===== config.mk =====
export PLATFORM = sky130hd
export DESIGN_NAME = i2c_master_bit_engine_unit
export DESIGN_NICKNAME = d
export VERILOG_FILES = /design/src/rtl/i2cm_pkg.sv /design/src/rtl/i2c_master_bit_engine_unit.sv /design/src/rtl/i2cm_core.sv
export SDC_FILE = /design/constraint.sdc
export NUM_CORES = 1
export LEC_CHECK = 0
export BUFFER_PORTS_ARGS = -buffer_cell sky130_fd_sc_hd__buf_2
export CORE_MARGIN = 3
export CORE_UTILIZATION = 34
export CTS_BUF_LIST = sky130_fd_sc_hd__clkbuf_16
export DETAILED_ROUTE_END_ITERATION = 8
export HOLD_SLACK_MARGIN = 0.12
export PLACE_DENSITY = 0.61
export SLEW_MARGIN = 0
export SYNTH_ARGS = -nofsm -noshare
export SYNTH_HDL_FRONTEND = slang
export SYNTH_SLANG_ARGS = --single-unit

===== constraint.sdc =====
create_clock -name clk -period 3 [get_ports clk]
set_input_delay 0.3 -clock clk [delete_from_list [all_inputs] [get_ports clk]]
set_output_delay 0.3 -clock clk [all_outputs]
set_load 0.005 [all_outputs]

===== src/rtl/i2cm_pkg.sv =====
// Shared types, codes and helpers for the I2C master bit engine.
`default_nettype none
package i2cm_pkg;

  localparam int DLY_W  = 10;
  localparam int POLL_W = 8;
  localparam int CFG_W  = 10;
  localparam int IDX_W  = 2;

  localparam logic [31:0] DLY_MAX = (32'd1 << DLY_W) - 32'd1;

  localparam logic [2:0] REQ_START = 3'd0;
  localparam logic [2:0] REQ_STOP  = 3'd1;
  localparam logic [2:0] REQ_WRITE = 3'd2;
  localparam logic [2:0] REQ_READ  = 3'd3;
  localparam logic [2:0] REQ_WAIT  = 3'd4;
  localparam logic [2:0] REQ_CHECK = 3'd5;

  localparam logic [IDX_W-1:0] CFG_HALF_PERIOD = 2'd0;
  localparam logic [IDX_W-1:0] CFG_ACK_SETUP   = 2'd1;
  localparam logic [IDX_W-1:0] CFG_POLL_LIMIT  = 2'd2;

  typedef enum logic [14:0] {
    PH_IDLE = 15'b000000000000001,
    PH_ST1  = 15'b000000000000010,
    PH_ST2  = 15'b000000000000100,
    PH_SP1  = 15'b000000000001000,
    PH_SP2  = 15'b000000000010000,
    PH_WR1  = 15'b000000000100000,
    PH_WR2  = 15'b000000001000000,
    PH_WR3  = 15'b000000010000000,
    PH_RD1  = 15'b000000100000000,
    PH_RD2  = 15'b000001000000000,
    PH_RK1  = 15'b000010000000000,
    PH_RK2  = 15'b000100000000000,
    PH_WA1  = 15'b001000000000000,
    PH_WA2  = 15'b010000000000000,
    PH_WA3  = 15'b100000000000000
  } phase_t;

  typedef struct packed {
    logic       cmd_valid;
    logic [2:0] req_type;
    logic [7:0] tx_byte;
    logic       send_ack;
    logic       sda_in;
  } in_t;

  typedef struct packed {
    logic       scl_level;
    logic       sda_level;
    logic       sda_drive;
    logic       busy_res;
    logic       done_res;
    logic [7:0] rx_byte;
    logic       ack_error;
  } res_t;

  typedef struct packed {
    logic [CFG_W-1:0]  half_period;
    logic [CFG_W-1:0]  ack_setup;
    logic [POLL_W-1:0] poll_limit;
  } cfg_t;

  // A programmed delay of zero behaves as one tick, and a delay beyond the
  // counter range saturates to the counter maximum.
  function automatic logic [DLY_W-1:0] load_delay(input logic [CFG_W-1:0] v);
    logic [31:0] w;
    w = 32'(v);
    if (w == 32'd0) w = 32'd1;
    if (w > DLY_MAX) w = DLY_MAX;
    return w[DLY_W-1:0];
  endfunction

endpackage
`default_nettype wire


===== src/rtl/i2c_master_bit_engine_unit.sv =====
// Top level: configuration registers, input register, sequencer and result register.
// A tick waits in the input register; its result is taken into the result register.
// One tick per cycle unless stalled, set by the single-pass sequencer step.
// While a finished result waits downstream, the input register takes one more tick
// and then stalls the input.
// Reset (rst_n low, synchronous) idles the bus with SCL and SDA driven high.
// Reset also restores the delay and poll registers to 10, 6 and 250.
`default_nettype none
module i2c_master_bit_engine_unit (
  input  wire logic                      clk,
  input  wire logic                      rst_n,
  input  wire logic                      cfg_we,
  input  wire logic [i2cm_pkg::IDX_W-1:0] cfg_idx,
  input  wire logic [i2cm_pkg::CFG_W-1:0] cfg_wdata,
  input  wire logic                      in_valid,
  output logic                           in_stall,
  input  wire logic                      in_cmd_valid,
  input  wire logic [2:0]                in_req_type,
  input  wire logic [7:0]                in_tx_byte,
  input  wire logic                      in_send_ack,
  input  wire logic                      in_sda_in,
  output logic                           out_valid,
  input  wire logic                      out_stall,
  output logic                           out_scl_level,
  output logic                           out_sda_level,
  output logic                           out_sda_drive,
  output logic                           out_busy_res,
  output logic                           out_done_res,
  output logic [7:0]                     out_rx_byte,
  output logic                           out_ack_error
);
  import i2cm_pkg::*;

  cfg_t cfg_r;
  in_t  in_data_r;
  logic in_v_r;
  logic out_v_r;
  res_t res;
  res_t out_data_r;
  logic adv;
  logic in_take;

  always_ff @(posedge clk) begin
    if (!rst_n) begin
      cfg_r.half_period <= CFG_W'(10);
      cfg_r.ack_setup   <= CFG_W'(6);
      cfg_r.poll_limit  <= POLL_W'(250);
    end else if (cfg_we) begin
      unique case (cfg_idx)
        CFG_HALF_PERIOD: cfg_r.half_period <= cfg_wdata;
        CFG_ACK_SETUP:   cfg_r.ack_setup   <= cfg_wdata;
        CFG_POLL_LIMIT:  cfg_r.poll_limit  <= cfg_wdata[POLL_W-1:0];
        default: begin
        end
      endcase
    end
  end

  assign adv      = in_v_r && (!out_v_r || !out_stall);
  assign in_stall = in_v_r && out_v_r && out_stall;
  assign in_take  = in_valid && !in_stall;

  always_ff @(posedge clk) begin
    if (!rst_n) begin
      in_v_r <= 1'b0;
    end else if (in_take) begin
      in_v_r <= 1'b1;
    end else if (adv) begin
      in_v_r <= 1'b0;
    end
  end

  always_ff @(posedge clk) begin
    if (in_take) begin
      in_data_r.cmd_valid <= in_cmd_valid;
      in_data_r.req_type  <= in_req_type;
      in_data_r.tx_byte   <= in_tx_byte;
      in_data_r.send_ack  <= in_send_ack;
      in_data_r.sda_in    <= in_sda_in;
    end
  end

  i2cm_core u_core (
    .clk     (clk),
    .rst_n   (rst_n),
    .step_en (adv),
    .item    (in_data_r),
    .cfg     (cfg_r),
    .res     (res)
  );

  always_ff @(posedge clk) begin
    if (!rst_n) begin
      out_v_r <= 1'b0;
    end else if (adv) begin
      out_v_r <= 1'b1;
    end else if (!out_stall) begin
      out_v_r <= 1'b0;
    end
  end

  always_ff @(posedge clk) begin
    if (adv) begin
      out_data_r <= res;
    end
  end

  assign out_valid     = out_v_r;
  assign out_scl_level = out_data_r.scl_level;
  assign out_sda_level = out_data_r.sda_level;
  assign out_sda_drive = out_data_r.sda_drive;
  assign out_busy_res  = out_data_r.busy_res;
  assign out_done_res  = out_data_r.done_res;
  assign out_rx_byte   = out_data_r.rx_byte;
  assign out_ack_error = out_data_r.ack_error;

  a_done_not_busy: assert property (@(posedge clk) disable iff (!rst_n)
    out_v_r |-> !(out_data_r.done_res && out_data_r.busy_res))
    else $error("result marks a transaction both done and busy");

  a_step_gives_result: assert property (@(posedge clk) disable iff (!rst_n)
    adv |=> out_v_r)
    else $error("sequencer step produced no result");

  a_stall_only_when_full: assert property (@(posedge clk) disable iff (!rst_n)
    in_stall |-> (in_v_r && out_v_r && !adv))
    else $error("input stalled while the pipeline could advance");

  a_pending_result_held: assert property (@(posedge clk) disable iff (!rst_n)
    (out_v_r && out_stall) |=> (out_v_r && $stable(out_data_r)))
    else $error("stalled result was lost or changed");

endmodule
`default_nettype wire


===== src/rtl/i2cm_core.sv =====
// Bus sequencer state and the per-tick next-state and result logic.
`default_nettype none
module i2cm_core (
  input  wire logic          clk,
  input  wire logic          rst_n,
  input  wire logic          step_en,
  input  wire i2cm_pkg::in_t  item,
  input  wire i2cm_pkg::cfg_t cfg,
  output i2cm_pkg::res_t     res
);
  import i2cm_pkg::*;

  phase_t            phase_r, phase_nxt;
  logic [3:0]        bit_r, bit_nxt;
  logic [7:0]        shift_r, shift_nxt;
  logic [DLY_W-1:0]  dly_r, dly_nxt;
  logic [POLL_W-1:0] poll_r, poll_nxt;
  logic              scl_r, scl_nxt;
  logic              sda_r, sda_nxt;
  logic              drv_r, drv_nxt;
  logic              aerr_r, aerr_nxt;
  logic              ackc_r, ackc_nxt;
  logic              cmpd_r, cmpd_nxt;
  logic [7:0]        rx_r, rx_nxt;
  logic              done;
  logic              go_start, go_stop, go_done, go_wbit, go_wait, go_rlow;
  logic              first_bit;
  logic [7:0]        wsrc;

  always_comb begin
    phase_nxt = phase_r;
    bit_nxt   = bit_r;
    shift_nxt = shift_r;
    dly_nxt   = dly_r;
    poll_nxt  = poll_r;
    scl_nxt   = scl_r;
    sda_nxt   = sda_r;
    drv_nxt   = drv_r;
    aerr_nxt  = aerr_r;
    ackc_nxt  = ackc_r;
    cmpd_nxt  = cmpd_r;
    rx_nxt    = rx_r;
    done      = 1'b0;
    go_start  = 1'b0;
    go_stop   = 1'b0;
    go_done   = 1'b0;
    go_wbit   = 1'b0;
    go_wait   = 1'b0;
    go_rlow   = 1'b0;
    first_bit = 1'b0;
    wsrc      = shift_r;

    if (phase_r == PH_IDLE) begin
      if (item.cmd_valid) begin
        unique case (item.req_type)
          REQ_START: begin
            cmpd_nxt = 1'b0;
            go_start = 1'b1;
          end
          REQ_STOP: begin
            cmpd_nxt = 1'b0;
            go_stop  = 1'b1;
          end
          REQ_WRITE: begin
            cmpd_nxt  = 1'b0;
            wsrc      = item.tx_byte;
            first_bit = 1'b1;
            go_wbit   = 1'b1;
          end
          REQ_READ: begin
            cmpd_nxt  = 1'b0;
            shift_nxt = '0;
            bit_nxt   = '0;
            ackc_nxt  = item.send_ack;
            go_rlow   = 1'b1;
          end
          REQ_WAIT: begin
            cmpd_nxt = 1'b0;
            aerr_nxt = 1'b0;
            go_wait  = 1'b1;
          end
          REQ_CHECK: begin
            cmpd_nxt  = 1'b1;
            aerr_nxt  = 1'b0;
            shift_nxt = item.tx_byte;
            go_start  = 1'b1;
          end
          default: begin
          end
        endcase
      end
    end else if (phase_r != PH_WA3 && dly_r > DLY_W'(1)) begin
      dly_nxt = dly_r - DLY_W'(1);
    end else begin
      unique case (phase_r) inside
        PH_ST1: begin
          sda_nxt   = 1'b0;
          dly_nxt   = load_delay(cfg.half_period);
          phase_nxt = PH_ST2;
        end
        PH_ST2: begin
          scl_nxt = 1'b0;
          if (cmpd_r) begin
            first_bit = 1'b1;
            go_wbit   = 1'b1;
          end else begin
            go_done = 1'b1;
          end
        end
        PH_SP1: begin
          scl_nxt   = 1'b1;
          sda_nxt   = 1'b1;
          dly_nxt   = load_delay(cfg.half_period);
          phase_nxt = PH_SP2;
        end
        PH_SP2: go_done = 1'b1;
        PH_WR1: begin
          scl_nxt   = 1'b1;
          dly_nxt   = load_delay(cfg.half_period);
          phase_nxt = PH_WR2;
        end
        PH_WR2: begin
          scl_nxt   = 1'b0;
          dly_nxt   = load_delay(cfg.half_period);
          phase_nxt = PH_WR3;
        end
        PH_WR3: begin
          if (bit_r < 4'd8) go_wbit = 1'b1;
          else if (cmpd_r)  go_wait = 1'b1;
          else              go_done = 1'b1;
        end
        PH_RD1: begin
          scl_nxt   = 1'b1;
          shift_nxt = {shift_r[6:0], item.sda_in};
          bit_nxt   = bit_r + 4'd1;
          dly_nxt   = load_delay(cfg.half_period);
          phase_nxt = PH_RD2;
        end
        PH_RD2: begin
          if (bit_r < 4'd8) begin
            go_rlow = 1'b1;
          end else begin
            scl_nxt   = 1'b0;
            drv_nxt   = 1'b1;
            sda_nxt   = ~ackc_r;
            dly_nxt   = load_delay(cfg.half_period);
            phase_nxt = PH_RK1;
          end
        end
        PH_RK1: begin
          scl_nxt   = 1'b1;
          dly_nxt   = load_delay(cfg.half_period);
          phase_nxt = PH_RK2;
        end
        PH_RK2: begin
          scl_nxt = 1'b0;
          rx_nxt  = shift_r;
          go_done = 1'b1;
        end
        PH_WA1: begin
          scl_nxt   = 1'b1;
          dly_nxt   = load_delay(cfg.ack_setup);
          phase_nxt = PH_WA2;
        end
        PH_WA2, PH_WA3: begin
          phase_nxt = PH_WA3;
          if (!item.sda_in) begin
            scl_nxt = 1'b0;
            if (cmpd_r) go_stop = 1'b1;
            else        go_done = 1'b1;
          end else if (poll_r >= cfg.poll_limit) begin
            aerr_nxt = 1'b1;
            go_stop  = 1'b1;
          end else begin
            poll_nxt = poll_r + POLL_W'(1);
          end
        end
        default: phase_nxt = PH_IDLE;
      endcase
    end

    if (go_start) begin
      drv_nxt   = 1'b1;
      sda_nxt   = 1'b1;
      scl_nxt   = 1'b1;
      dly_nxt   = load_delay(cfg.half_period);
      phase_nxt = PH_ST1;
    end
    if (go_stop) begin
      drv_nxt   = 1'b1;
      scl_nxt   = 1'b0;
      sda_nxt   = 1'b0;
      dly_nxt   = load_delay(cfg.half_period);
      phase_nxt = PH_SP1;
    end
    if (go_wbit) begin
      scl_nxt   = 1'b0;
      drv_nxt   = 1'b1;
      sda_nxt   = wsrc[7];
      shift_nxt = {wsrc[6:0], 1'b0};
      bit_nxt   = first_bit ? 4'd1 : bit_r + 4'd1;
      dly_nxt   = load_delay(cfg.half_period);
      phase_nxt = PH_WR1;
    end
    if (go_rlow) begin
      scl_nxt   = 1'b0;
      drv_nxt   = 1'b0;
      sda_nxt   = 1'b1;
      dly_nxt   = load_delay(cfg.half_period);
      phase_nxt = PH_RD1;
    end
    if (go_wait) begin
      poll_nxt  = '0;
      drv_nxt   = 1'b0;
      sda_nxt   = 1'b1;
      dly_nxt   = load_delay(cfg.ack_setup);
      phase_nxt = PH_WA1;
    end
    if (go_done) begin
      phase_nxt = PH_IDLE;
      cmpd_nxt  = 1'b0;
      done      = 1'b1;
    end
  end

  always_ff @(posedge clk) begin
    if (!rst_n) begin
      phase_r <= PH_IDLE;
      bit_r   <= '0;
      shift_r <= '0;
      dly_r   <= '0;
      poll_r  <= '0;
      scl_r   <= 1'b1;
      sda_r   <= 1'b1;
      drv_r   <= 1'b1;
      aerr_r  <= 1'b0;
      ackc_r  <= 1'b0;
      cmpd_r  <= 1'b0;
      rx_r    <= '0;
    end else if (step_en) begin
      phase_r <= phase_nxt;
      bit_r   <= bit_nxt;
      shift_r <= shift_nxt;
      dly_r   <= dly_nxt;
      poll_r  <= poll_nxt;
      scl_r   <= scl_nxt;
      sda_r   <= sda_nxt;
      drv_r   <= drv_nxt;
      aerr_r  <= aerr_nxt;
      ackc_r  <= ackc_nxt;
      cmpd_r  <= cmpd_nxt;
      rx_r    <= rx_nxt;
    end
  end

  always_comb begin
    res.scl_level = scl_nxt;
    res.sda_level = sda_nxt;
    res.sda_drive = drv_nxt;
    res.busy_res  = (phase_nxt != PH_IDLE);
    res.done_res  = done;
    res.rx_byte   = rx_nxt;
    res.ack_error = aerr_nxt;
  end

endmodule
`default_nettype wire

# Word-level counts from Yosys, hierarchy flattened
# Cells that the tools add are included.
# W data, S select, Z words.
# op_classes
n_eq_ne	34
n_reduce_logical	38
add_sub_neg	3
bitwise	1
mux	169
order_cmp	16
# op_table
operator	n
$mux W32	30
$gt A32 B10 Y1 const B	13
$mux W10	23
$pmux W15 S10	1
$mux W8	17
$mux W15	9
$pmux W10 S8	1
$mux W1	75
$mux W4	7
$logic_not A10 Y1	2
$pmux W8 S2	1
$eq A15 B1 Y1 const B	1
$eq A15 B10 Y1 const B	1
$eq A15 B11 Y1 const B	1
$eq A15 B12 Y1 const B	1
$eq A15 B13 Y1 const B	1
$eq A15 B14 Y1 const B	1
$eq A15 B15 Y1 const B	1
$eq A15 B2 Y1 const B	1
$eq A15 B3 Y1 const B	1
$eq A15 B4 Y1 const B	1
$eq A15 B5 Y1 const B	1
$eq A15 B6 Y1 const B	1
$eq A15 B7 Y1 const B	1
41 further kinds	69
# totals
inputBits	31
wordCells	290
reg_bits	117

# Depth between registers and ports, before layout
# depth
depth_word	17
mapped_depth	12
ltp_nobuf	9

# Modules after synthesis
# Synthesis repeated with hierarchy kept, for this count alone.
# hier_totals
hier_cells	770
hier_area_um2	6525.0
# modules_own_cells
mod	seq_area_each_um2	instances	area_per_inst_um2	cells_per_inst
i2cm_core	1181.1	1	4468.0	621
i2c_master_bit_engine_unit	1441.4	1	2057.0	149

# Least setup slack after synthesis
# Ideal clock, no wire load.
# synth_timing
path_type	register to register
start	reg u_core.dly_r[4]
end	reg out_data_r, in the netlist out_busy_res, data pin
setup_time_ps	268
t_required_ps	2732
path_buffers	3
synth_period_minus_slack_ps	2807
setup_slack_ps	193
arrival_ps	2539
path_stages_with_launch	11
cell_sequence	dfxtp_1 > or4_4 > nor4_4 > o21ai_2 > buf_4 > buf_2 > clkbuf_1 > o41ai_1 > a22oi_1 > o211ai_1 > nand4_1
# synth_lines
element	line_no	source
from (decl)	i2cm_core.sv:16	logic [DLY_W-1:0] dly_r, dly_nxt;
from (signal assigned)	i2cm_core.sv:244	dly_r <= dly_nxt;
to (signal assigned)	i2c_master_bit_engine_unit.sv:104	out_data_r <= res;
to (decl)	i2c_master_bit_engine_unit.sv:39	res_t out_data_r;

# Worst setup path in the final report
# layout_timing
start	reg u_core.phase_r[5]
end	reg u_core.dly_r[6]
# layout_via
elab_chain_len	9
# layout_rtl
element	line_no	source
from (decl)	i2cm_core.sv:13	phase_t phase_r, phase_nxt;
from (signal assigned)	i2cm_core.sv:241	phase_r <= phase_nxt;
$eq A15 B13 Y1 (no source line) (tied with other cells)	-	
$pmux W10 S8 (tied with other cells)	i2cm_core.sv:95	unique case (phase_r) inside
$mux W10 / $mux W1 (equally long branches)	i2cm_core.sv:92, i2cm_core.sv:95	
$mux W10 / $mux W1 (equally long branches)	i2cm_core.sv:53, i2cm_core.sv:92	
$mux W10 / $mux W1 (equally long branches)	i2cm_core.sv:182, i2cm_core.sv:53	
$mux W10	i2cm_core.sv:189	if (go_stop) begin
$mux W10	i2cm_core.sv:196	if (go_wbit) begin
$mux W10	i2cm_core.sv:205	if (go_rlow) begin
$mux W10	i2cm_core.sv:212	if (go_wait) begin
# Parallel ways exist; a longest one is shown, timed or not. The select of a mux whose other input is x is not followed.
# A chain may end at the register's enable or synchronous reset.

==> qor.txt <==
status - finished, final reports clean
post-synthesis simple-gate area fraction - 0.2584
WL final - 20660 um
Crit Path Class - register to register
# diodes - 0
Avg Vias per Cell - 5.585
# port buffers - 46
DP Cell Count - 1108
clk_lat worst skew - 430 ps
post-route ant nets - 0
register area share after synthesis - 0.3866
GP Congestion - 1.007
crit path max fanout - 10
clock slew at reported path FFs - 50 ps
multiplexer area fraction after synthesis - 0.05018
Crit. Startpoint - u_core.phase_r[5]$_SDFFE_PN0P_
CTS tree - yes
grt ovf - 0
die footprint - 21680 um^2
H-tree Lvls - 4
Post-synth EDFFs - 28
CTS buffer count - 17
clk_skew - 7.070 ps
post-synthesis cell area - 6783 um^2
Max VDD drop - 0.0004238 V
total track usage - 0.1897
Synthesis Warnings - 0
Via Count - 6456
Lkg Pwr - 3.189 nW
WHS - 142.3 ps
setup bufs post-CTS - 0
HPWL after DPL - 14750 um
first-pass GRT wire length - 32690 um
achievable frequency - 346.6 MHz
cell breakdown of the critical path - or4_1 > buf_4 > nor4_2 > a32oi_1 > a31oi_1 > nor3b_1 > a21oi_1 > buf_4 > mux2i_1
WP data arrival - 3220 ps
RSZ-0062 raised after global routing - false
Die Y - 147.2 um
Final period util - 0.9617
DRC violations left - 0
largest family of logic cells by synthesized area - simple AND/OR/NAND/NOR gates
count of final setup violators - 0
synthesized flop and latch total - 117
asr flop ratio synth - 0
hold-critical path depth - 3
Critical-path top delay cell - or4_1
Final Hold Violating Endpoints - 0
CP dominant cell by count - buf_4
Setup crit end kind - register
startpoint types - register
nets - 921
final worst path period need - 2885 ps
Synthesized Nets - 822
Max Cap Viol - 0
Clock Tree Buf Depth - 2
clk sinks - 117
synthesized instance count - 779
Avg Cell Area, Syn - 8.707 um^2
delay of the slowest critical-path stage - 640 ps
Worst Reg-to-Reg Cells - 9
Worst Slack Setup Final - 115.0 ps
P&R area growth vs syn - 24.13%
R2R Path Start - u_core.phase_r[5]$_SDFFE_PN0P_
Post-Route Setup TNS - 0 ps
number of I/O pins - 47
initial antenna violation count - 0
Synth Area in Compound Gates - 0.2156
layout cells sized above 1 - 0.2233
actual slew at the worst max-slew pin - 738.6 ps
1st-pass router iterations - 6
main flop type after synthesis - dfxtp_1
core area - 19530 um^2
fin cells - 1156
root buffer cell - clkbuf_16
worst slew margin relative to its limit - 0.5064
number of global-route vias before repair - 6059
Pins Over Slew Limit - 0
area share of fa/ha/maj cells after synthesis - 0.02214
largest net degree at the start of global routing - 39
Iteration-0 DRC Markers - 603
Worst Path Required - 3340 ps
Distinct cells, synth - 78
Post-Synth XOR/XNOR Area - 0.01937
Worst Hold Class - primary input to register
die width - 147.2 um
DR WL/cell - 17.87 um
Placement Setup Slack - 42.03 ps
Starting Density - 0.3474
row cnt - 51
min-delay src - cfg_wdata[0]
PwrDens - 498.2 nW/um^2
-- path summary, 6_finish.rpt --
path,endpoint,slack (ps)
max,u_core.dly_r[6]$_SDFFE_PN0P_,120
min,cfg_r[0]$_SDFFE_PN0P_,140
max reg2reg,u_core.dly_r[6]$_SDFFE_PN0P_,120
min reg2reg,cfg_r[2]$_SDFFE_PN0P_,470
-- cells in the final DEF, fill, tap and decap left out, types with 9 or more instances in the layout --
cell type	n
dfxtp_1	89
nor4_1	10
o31ai_1	11
or4_1	14
nand4_1	11
dlygate4sd3_1	16
nand3_1	26
nand2b_1	11
o211ai_1	11
edfxtp_1	28
nand2_1	96
a32oi_1	10
inv_1	22
nor3_1	20
a211o_1	10
ha_1	12
and2_1	9
o21ai_0	23
a21oi_1	60
buf_2	46
buf_4	68
clkbuf_16	17
xnor2_1	13
nor2_1	58
mux2i_1	25
-- Yosys cell counts (all sizes together) (5+ instances only) --
cell type / count / share of area
and3: 5 / 0.0046
nor3: 21 / 0.016
nor2: 60 / 0.034
nor4: 18 / 0.027
nand2: 97 / 0.054
nand3: 26 / 0.019
or2: 5 / 0.0046
mux2i: 25 / 0.037
clkbuf: 31 / 0.017
and2: 9 / 0.0083
o22ai: 7 / 0.0065
a31oi: 6 / 0.0055
a21oi: 64 / 0.049
dfxtp: 89 / 0.26
nor3b: 6 / 0.0083
a31o: 6 / 0.0077
o221ai: 8 / 0.010
or3: 8 / 0.0074
inv: 22 / 0.012
nand4: 12 / 0.012
ha: 12 / 0.022
nor4b: 7 / 0.011
nand3b: 5 / 0.0055
xnor2: 13 / 0.017
or4: 17 / 0.020
buf: 21 / 0.018
o211ai: 12 / 0.014
o211a: 8 / 0.012
a32oi: 10 / 0.013
o21ai: 27 / 0.021
o31ai: 11 / 0.012
mux2: 8 / 0.013
edfxtp: 28 / 0.12
nor2b: 5 / 0.0046
nand2b: 11 / 0.010
a211o: 10 / 0.013
-- worst max-delay path, delay by kind of cell, from the launching register on --
| kind | cells | cell delay [ps] |
|---|---|---|
| buffers and inverters | 2 | 450 |
| AOI/OAI and AO/OA | 3 | 630 |
| and+or+nand+nor | 3 | 1080 |
| muxes | 1 | 250 |
| DFF | 1 | 380 |
-- report_power, final --
| part | internal (mW) | total, mW | switching (mW) |
|---|---|---|---|
| logic | 0.279 | 0.677 | 0.398 |
| registers | 1.68 | 1.72 | 0.0449 |
| clock network | 1.04 | 1.80 | 0.759 |
| total | 2.99 | 4.19 | 1.20 |
-- metal layers --
layer,GRT usage,routed length [um],vias up,part of all wire
met5,0,0,-,0
met4,0.08108,570,0,0.028
met3,0.04473,1435,41,0.069
met2,0.2848,9175,241,0.44
met1,0.2616,9474,3043,0.46
li1,-,-,3131,-
-- metrics by stage --
| step | utilization | total power, mW | area (um^2) |
|---|---|---|---|
| floorplan | - | 2.150 | 6783 |
| global placement | 0.3925 | 2.382 | 7664 |
| detailed placement | 0.3925 | 2.383 | 7664 |
| CTS | 0.4272 | 4.193 | 8342 |
| global route | 0.4312 | 4.359 | 8419 |
| finish | 0.4312 | 4.195 | 8419 |
-- cell type report --
class | instances | area (um^2)
tap | 265 | 331.6
sequential | 117 | 2623
multi-input combinational | 587 | 3920
clock buffer | 17 | 425.4
clock inverter | 15 | 92.59
inverter | 23 | 86.33
fill | 1949 | 11110
timing repair buffer | 132 | 940.9
-- cell families after synthesis --
logic type                 count (synthesis)
AOI/OAI and AO/OA                        206
xor gates and xnor gates                  15
adders and majority gates                 12
buffers and inverters                     75
DFF                                      117
muxes                                     33
and+or+nand+nor                          321
-- registers in the layout (all words and copies together), names as in the netlist, 4 cells and up --
name            count
u_core.dly_r       10
u_core.rx_r         8
u_core.poll_r       8
u_core.phase_r     15
u_core.shift_r      8
out_rx_byte         8
u_core.bit_r        4
in_data_r          14
cfg_r              28
-- repair_timing --
| item | 4_1_cts | 5_1_grt |
|---|---|---|
| hold buffers | 16 | 0 |
| setup endpoints to repair | 0 | 34 |
| resized for setup | 0 | 13 |
| hold endpoints to repair | 16 | 0 |
Note: power is estimated with default switching activity, not from simulation.
